==> src/sv/mccp_pkg.sv <==
// mccp_pkg: shared types, codes and command table for the memory card command parser
package mccp_pkg;

    // command byte meaning no valid command pending
    localparam logic [7:0] CMD_NONE = 8'hFF;

    // per-byte event codes reported on the result channel
    typedef enum logic [2:0] {
        EVT_CMD_ACCEPT = 3'd0,
        EVT_CMD_UNKNOWN = 3'd1,
        EVT_ADDR_BYTE = 3'd2,
        EVT_DUMMY_BYTE = 3'd3,
        EVT_EXTRA_BYTE = 3'd4
    } byte_event_t;

    // masks used to fold the argument into a linear card offset
    localparam logic [31:0] OFS_BYTE_MASK = 32'h0000_007F;
    localparam logic [31:0] OFS_PAGE_MASK = 32'h0000_0300;
    localparam logic [31:0] OFS_SECT_MASK = 32'h7FFF_0000;

    // command table entry
    typedef struct packed {
        logic       hit;
        logic [2:0] addr_bytes;
        logic [2:0] dummy_bytes;
        logic [3:0] cls;
    } cmd_info_t;

    // command table lookup
    function automatic cmd_info_t cmd_lookup(input logic [7:0] code);
        cmd_info_t info;
        info = '0;
        case (code)
            8'h83: info = '{1'b1, 3'd0, 3'd1, 4'h1};
            8'h89: info = '{1'b1, 3'd0, 3'd0, 4'h2};
            8'hF2: info = '{1'b1, 3'd4, 3'd0, 4'h8};
            8'h52: info = '{1'b1, 3'd4, 3'd4, 4'h5};
            8'hF1: info = '{1'b1, 3'd2, 3'd0, 4'h2};
            8'h00: info = '{1'b1, 3'd0, 3'd1, 4'h1};
            8'hF4: info = '{1'b1, 3'd0, 3'd0, 4'h2};
            8'h81: info = '{1'b1, 3'd1, 3'd0, 4'h2};
            8'h85: info = '{1'b1, 3'd0, 3'd1, 4'h1};
            8'h88: info = '{1'b1, 3'd0, 3'd0, 4'h2};
            8'h87: info = '{1'b1, 3'd0, 3'd0, 4'h2};
            default: info = '0;
        endcase
        return info;
    endfunction

    // fold sector, page and byte fields into a linear offset
    function automatic logic [23:0] fold_offset(input logic [31:0] arg);
        logic [31:0] folded;
        folded = (arg & OFS_BYTE_MASK) | ((arg & OFS_PAGE_MASK) >> 1)
               | ((arg & OFS_SECT_MASK) >> 7);
        return folded[23:0];
    endfunction

endpackage

==> src/sv/memory_card_command_parser_core.sv <==
// memory_card_command_parser_core: byte-wise command decoder for the card write path
//
// Input channel (s_valid/s_ready): one host byte per transaction, with
// s_ends_transfer high on the last byte of a write transfer.
// Result channel (m_valid/m_ready): one result per input byte, giving the
// byte's event, ready state, pending command, packed argument, folded card
// offset, extra-area flag and execution class after that byte.
// The result is registered: it appears in the cycle after its byte is accepted.
// Throughput: one byte per cycle while the result channel is not stalled; the
// decode is a table match and a counter update ahead of a single result register.
// Stall: while a result waits on m_ready, s_ready stays high only if that
// result is taken in the same cycle, so nothing is lost or repeated.
// Reset (aresetn low, synchronous): no command pending, ready state set,
// counters and argument cleared, result register empty.
module memory_card_command_parser_core (
    input  logic                    aclk,
    input  logic                    aresetn,
    input  logic                    s_valid,
    output logic                    s_ready,
    input  logic [7:0]              s_data_byte,
    input  logic                    s_ends_transfer,
    output logic                    m_valid,
    input  logic                    m_ready,
    output logic [2:0]              m_byte_event,
    output logic                    m_command_ready,
    output logic [7:0]              m_command_code,
    output logic [31:0]             m_command_argument,
    output logic [23:0]             m_card_offset,
    output logic                    m_extra_area_flag,
    output logic [3:0]              m_execution_class
);
    import mccp_pkg::*;

    // decoder state
    logic [7:0]  pend_cmd_reg, pend_cmd_next;
    logic        ready_reg, ready_next;
    logic [2:0]  addr_need_reg, addr_need_next;
    logic [2:0]  addr_seen_reg, addr_seen_next;
    logic [2:0]  dummy_need_reg, dummy_need_next;
    logic [2:0]  dummy_seen_reg, dummy_seen_next;
    logic [31:0] arg_reg, arg_next;
    logic [3:0]  cls_reg, cls_next;

    // result register
    logic        out_valid_reg;
    byte_event_t out_event_reg;
    logic        out_ready_reg;
    logic [7:0]  out_cmd_reg;
    logic [31:0] out_arg_reg;
    logic [3:0]  out_cls_reg;

    byte_event_t evt;
    cmd_info_t   info;
    logic        s_fire;
    logic [31:0] byte_placed;

    assign s_ready = !out_valid_reg || m_ready;
    assign s_fire  = s_valid && s_ready;
    assign info    = cmd_lookup(s_data_byte);

    // place an address byte, most significant first
    always_comb begin
        case (addr_seen_reg[1:0])
            2'd0: byte_placed = {s_data_byte, 24'h0};
            2'd1: byte_placed = {8'h0, s_data_byte, 16'h0};
            2'd2: byte_placed = {16'h0, s_data_byte, 8'h0};
            2'd3: byte_placed = {24'h0, s_data_byte};
            default: byte_placed = '0;
        endcase
    end

    // next decoder state for the incoming byte
    always_comb begin
        pend_cmd_next   = pend_cmd_reg;
        ready_next      = ready_reg;
        addr_need_next  = addr_need_reg;
        addr_seen_next  = addr_seen_reg;
        dummy_need_next = dummy_need_reg;
        dummy_seen_next = dummy_seen_reg;
        arg_next        = arg_reg;
        cls_next        = cls_reg;
        evt             = EVT_EXTRA_BYTE;
        if (pend_cmd_reg == CMD_NONE || ready_reg) begin
            if (info.hit) begin
                pend_cmd_next   = s_data_byte;
                addr_need_next  = info.addr_bytes;
                dummy_need_next = info.dummy_bytes;
                cls_next        = info.cls;
                addr_seen_next  = '0;
                dummy_seen_next = '0;
                arg_next        = '0;
                ready_next      = 1'b0;
                evt             = EVT_CMD_ACCEPT;
            end else begin
                pend_cmd_next = CMD_NONE;
                evt           = EVT_CMD_UNKNOWN;
            end
        end else if (addr_seen_reg < addr_need_reg) begin
            arg_next       = arg_reg | byte_placed;
            addr_seen_next = addr_seen_reg + 3'd1;
            evt            = EVT_ADDR_BYTE;
        end else if (dummy_seen_reg < dummy_need_reg) begin
            dummy_seen_next = dummy_seen_reg + 3'd1;
            evt             = EVT_DUMMY_BYTE;
        end
        // command complete at transfer end
        if (s_ends_transfer && pend_cmd_next != CMD_NONE &&
            addr_seen_next == addr_need_next && dummy_seen_next == dummy_need_next) begin
            ready_next = 1'b1;
        end
    end

    // state and control registers
    always_ff @(posedge aclk) begin
        if (!aresetn) begin
            pend_cmd_reg   <= CMD_NONE;
            ready_reg      <= 1'b1;
            addr_need_reg  <= '0;
            addr_seen_reg  <= '0;
            dummy_need_reg <= '0;
            dummy_seen_reg <= '0;
            arg_reg        <= '0;
            cls_reg        <= '0;
            out_valid_reg  <= 1'b0;
        end else begin
            if (s_fire) begin
                pend_cmd_reg   <= pend_cmd_next;
                ready_reg      <= ready_next;
                addr_need_reg  <= addr_need_next;
                addr_seen_reg  <= addr_seen_next;
                dummy_need_reg <= dummy_need_next;
                dummy_seen_reg <= dummy_seen_next;
                arg_reg        <= arg_next;
                cls_reg        <= cls_next;
                out_valid_reg  <= 1'b1;
            end else if (m_ready) begin
                out_valid_reg  <= 1'b0;
            end
        end
    end

    // result payload
    always_ff @(posedge aclk) begin
        if (s_fire) begin
            out_event_reg <= evt;
            out_ready_reg <= ready_next;
            out_cmd_reg   <= pend_cmd_next;
            out_arg_reg   <= arg_next;
            out_cls_reg   <= cls_next;
        end
    end

    assign m_valid            = out_valid_reg;
    assign m_byte_event       = out_event_reg;
    assign m_command_ready    = out_ready_reg;
    assign m_command_code     = out_cmd_reg;
    assign m_command_argument = out_arg_reg;
    assign m_card_offset      = fold_offset(out_arg_reg);
    assign m_extra_area_flag  = out_arg_reg[7];
    assign m_execution_class  = out_cls_reg;

endmodule

==> config.mk <==
export PLATFORM = sky130hd
export DESIGN_NAME = memory_card_command_parser_core
export DESIGN_NICKNAME = d
export VERILOG_FILES = /design/src/sv/mccp_pkg.sv /design/src/sv/memory_card_command_parser_core.sv
export SDC_FILE = /design/constraint.sdc
export NUM_CORES = 1
export LEC_CHECK = 0
export BUFFER_PORTS_ARGS = -buffer_cell sky130_fd_sc_hd__buf_2
export CORE_AREA = 4 4 95 97
export DETAILED_ROUTE_END_ITERATION = 10
export DIE_AREA = 0 0 99 101
export PLACE_DENSITY = 0.84
export REMOVE_ABC_BUFFERS = 1
export SLEW_MARGIN = 0
export SYNTH_ARGS = -nofsm -noshare
export SYNTH_HDL_FRONTEND = slang
export SYNTH_SLANG_ARGS = --single-unit
==> constraint.sdc <==
create_clock -name aclk -period 6.4 [get_ports aclk]
set_clock_uncertainty 0.15 [all_clocks]
set_input_delay 1.92 -clock aclk [delete_from_list [all_inputs] [get_ports aclk]]
set_output_delay 1.92 -clock aclk [all_outputs]
set_load 0.01 [all_outputs]
==> results.toml <==
[outcome]
status = "complete, no violations"

[drt]
route.vias.total = 3936
initialDrtViolationCount = 358
wl_per_cell_um = 16.5
final_ant_viol_nets = 0
detail_route.drc_violations = 0
drt-vias-per-instance = 5.95
routed_wirelength_um = 10900
detail_route.first_pass.iterations = 5

[logic_synthesis]
ff_latch_count_synth = 106
seq_area_frac_synth_pct = 53.6
yosysWarningCount = 0
synth_area_per_cell_um2 = 9.55
syn_inst = 508
post_synth_edffs = 48
yosysUniqueCellTypes = 55
postSynth.topFlopCell = "sky130_fd_sc_hd__dfxtp_1"
syn-cell-area_um2 = 4850
synthArstFlopShare_pct = 0

[worst_setup_path]
timing.rr.start = "addr_need_reg[2]$_SDFFE_PN0P_"
worstPathArrival_ns = 4.63
regToRegEndpoint = "arg_reg[3]$_SDFFE_PN0P_"
critical_path_class = "in2reg"
worstRegToRegCells = 9
timing.critical_path.to_type = "register"
cp_max_fo = 33
r2r_slack_ns = 3.48
critPathLaunchType = "input port"
cp_data_required_time_ns = 6.47

[cells_and_area]
design_area_um2 = 5320
num-nets-final = 574
layout_common_cells = "sky130_fd_sc_hd__nor2_1, sky130_fd_sc_hd__buf_2, sky130_fd_sc_hd__a21oi_1, sky130_fd_sc_hd__dfxtp_1, sky130_fd_sc_hd__edfxtp_1"
fillerInstances = 638
most_common_cell_after_layout_fill_and_taps_aside = "sky130_fd_sc_hd__nor2_1"
areaGrowthSynthToFinish_pct = 9.67
fraction_of_layout_instances_using_a_drive_strength_above_1_pct = 21.4
antenna_cells = 0

[die]
coreArea_um2 = 8130
row_count = 33
dieHeight_um = 101
floorplan.initialDensity_pct = 59.6
io_pins = 88
die_width_um = 99
dieArea_um2 = 10000

[pwr]
internal_power_w = 0.000911
power_density_over_the_cells_nw_per_um2 = 230
p_seq_share_pct = 59.6
power_frac_clock_pct = 32.9
power.leakage_nw = 2.14
power.combinational.fraction_pct = 7.5
sw_frac_of_total_pct = 25.5
vdd.ir_drop.worst_mv = 0.0958
power.switching_w = 0.000312

[clock_tree]
cts.hold.buffers_added = 0
cts_buffers = 9
clk_root_buffer_cell = "sky130_fd_sc_hd__clkbuf_8"
cts.sinks = 106
clkTransAtPathRegs_ns = 0.11
ctsLongestPathBuffers = 2
cts_tree = "done"
clk_latency_ns = 0.36
cts_resized = 0
cts_setup_buffers = 0
htree_levels = 3

[timing]
setup-violations-final = 0
period_minus_slack_ns = 4.56
max_freq_ghz = 0.219
timing.setup.tns_ns = 0
hold_viol_final = 0
hold_slack_ns = 0.328
unrepaired_setup_endpoints_after_global_routing = "no"
worst_slew_pin_slew_ns = 1.08
slew_headroom_pct = 27.8
final_min_period_over_clock_period_pct = 71.2
drv_slew = 0

[hold_path]
worst_hold_path_stage_count = 2
hold_start = "arg_reg[15]$_SDFFE_PN0P_"
hold_end = "arg_reg[15]$_SDFFE_PN0P_"
timing.hold.worst.class = "reg2reg"

[global_route]
vias_in_the_first_global_route = 3714
met3_usage_pct = 2.49
grt_most_used_layer = "met2"
groute.layer.met1.usage_pct = 26.7
grt_pass1_wl_um = 17500
groute.layer.met2.usage_pct = 37.9
global_route.overflow_total = 0
grt_usage_pct = 21.7
grt_antenna_before_repair = 0
grt_start_max_net_pins = 38

[placement]
routabilityCongestion = 0.856
place_area_um2 = 5120
detailedPlacementHpwl_um = 7510
port_buffers = 87

[job]
max_capacitance_violation_total = 0
## synthesized netlist by cell type (2+ instances only)
library cell               instances  area, µm²
sky130_fd_sc_hd__nor2_1           95        357
sky130_fd_sc_hd__a21oi_1          86        430
sky130_fd_sc_hd__dfxtp_1          58       1160
sky130_fd_sc_hd__edfxtp_1         48       1440
sky130_fd_sc_hd__nand2_1          26       97.6
sky130_fd_sc_hd__buf_4            25        188
sky130_fd_sc_hd__clkbuf_1         20       75.1
sky130_fd_sc_hd__nor2b_1          12       75.1
sky130_fd_sc_hd__o21ai_0          12       60.1
sky130_fd_sc_hd__inv_1            10       37.5
sky130_fd_sc_hd__buf_2             9       45.0
sky130_fd_sc_hd__ha_1              9        113
sky130_fd_sc_hd__nand3_1           9       45.0
sky130_fd_sc_hd__o211ai_1          8       60.1
sky130_fd_sc_hd__nor3_1            6       30.0
sky130_fd_sc_hd__a21boi_0          5       37.5
sky130_fd_sc_hd__nand4_1           4       25.0
sky130_fd_sc_hd__o21ai_1           4       20.0
sky130_fd_sc_hd__xor2_1            4       35.0
sky130_fd_sc_hd__a21o_1            3       22.5
sky130_fd_sc_hd__a32oi_1           3       26.3
sky130_fd_sc_hd__and2_1            3       18.8
sky130_fd_sc_hd__buf_1             3       11.3
sky130_fd_sc_hd__mux2i_1           3       30.0
sky130_fd_sc_hd__o21a_1            3       22.5
sky130_fd_sc_hd__a211oi_1          2       15.0
sky130_fd_sc_hd__a22oi_1           2       15.0
sky130_fd_sc_hd__a31oi_1           2       12.5
sky130_fd_sc_hd__and3_1            2       12.5
sky130_fd_sc_hd__and3b_1           2       17.5
sky130_fd_sc_hd__nand3b_1          2       15.0
sky130_fd_sc_hd__nand4b_1          2       17.5
sky130_fd_sc_hd__nor3_2            2       20.0
sky130_fd_sc_hd__nor3b_2           2       25.0
sky130_fd_sc_hd__o22a_1            2       17.5
## cell families (layout without fill, tap and decap cells)
logic type,Yosys count,count (layout),share of synthesized area [%]
DFF,106,106,53.6
and+or+nand+nor,173,173,16.9
adders and majority gates,10,10,2.53
buffers and inverters,67,116,7.35
muxes,3,3,0.619
AOI/OAI and AO/OA,144,144,18.0
xor gates and xnor gates,5,5,0.903
## critical path, stage by stage
cell	delay, ns
sky130_fd_sc_hd__buf_2	0.25
sky130_fd_sc_hd__or3b_2	0.54
sky130_fd_sc_hd__nor3_2	0.31
sky130_fd_sc_hd__nor2_1	0.13
sky130_fd_sc_hd__a211o_1	0.47
sky130_fd_sc_hd__nand2_1	0.85
sky130_fd_sc_hd__nor2_1	0.14
## routing by layer
layer,wire length [µm],part of all wire [%]
met4,252,2.3
met2,5780,53
met1,4210,38
met5,0,0
met3,704,6.4
## power groups by stage
stage	Combinational [W]	Clock [W]	Sequential [W]
after floorplan	0.0000316	0	0.000757
after global placement	0.0000881	0	0.000744
after detailed placement	0.0000906	0	0.000745
after CTS	0.0000913	0.000407	0.000729
after global routing	0.0000979	0.000432	0.000731
final	0.0000915	0.000402	0.000729
## cell type report
type | instances | area (µm²) | share of cell area [%]
tap | 105 | 131 | 2.47
sequential | 106 | 2600 | 48.9
clock inverter | 6 | 61.3 | 1.15
clock buffer | 10 | 138 | 2.59
timing repair buffer | 90 | 458 | 8.61
inverter | 10 | 37.5 | 0.706
multi-input combinational | 335 | 1890 | 35.6
## stage by stage
step	power (W)	util (%)	cells	setup WS [ns]
2_1_floorplan	0.000788	-	451	1.78
3_3_place_gp	0.000832	63.0	646	1.60
3_5_place_dp	0.000835	63.0	646	1.49
4_1_cts	0.00123	65.4	662	1.87
5_1_grt	0.00126	65.4	662	1.68
6_report	0.00122	65.4	662	1.84
## how the worst max path moves through the flow
stage                         startpoint                       endpoint  slack, ns
after floorplan                  m_ready  addr_need_reg[2]$_SDFFE_PN0P_       1.78
after global placement    s_data_byte[3]       arg_reg[23]$_SDFFE_PN0P_       1.60
after detailed placement  s_data_byte[1]       arg_reg[24]$_SDFFE_PN0P_       1.49
after CTS                 s_data_byte[1]       arg_reg[24]$_SDFFE_PN0P_       1.87
after global routing      s_data_byte[1]        arg_reg[6]$_SDFFE_PN0P_       1.68
final                     s_data_byte[1]       arg_reg[25]$_SDFFE_PN0P_       1.84
Note: power is estimated with default switching activity, not from simulation.
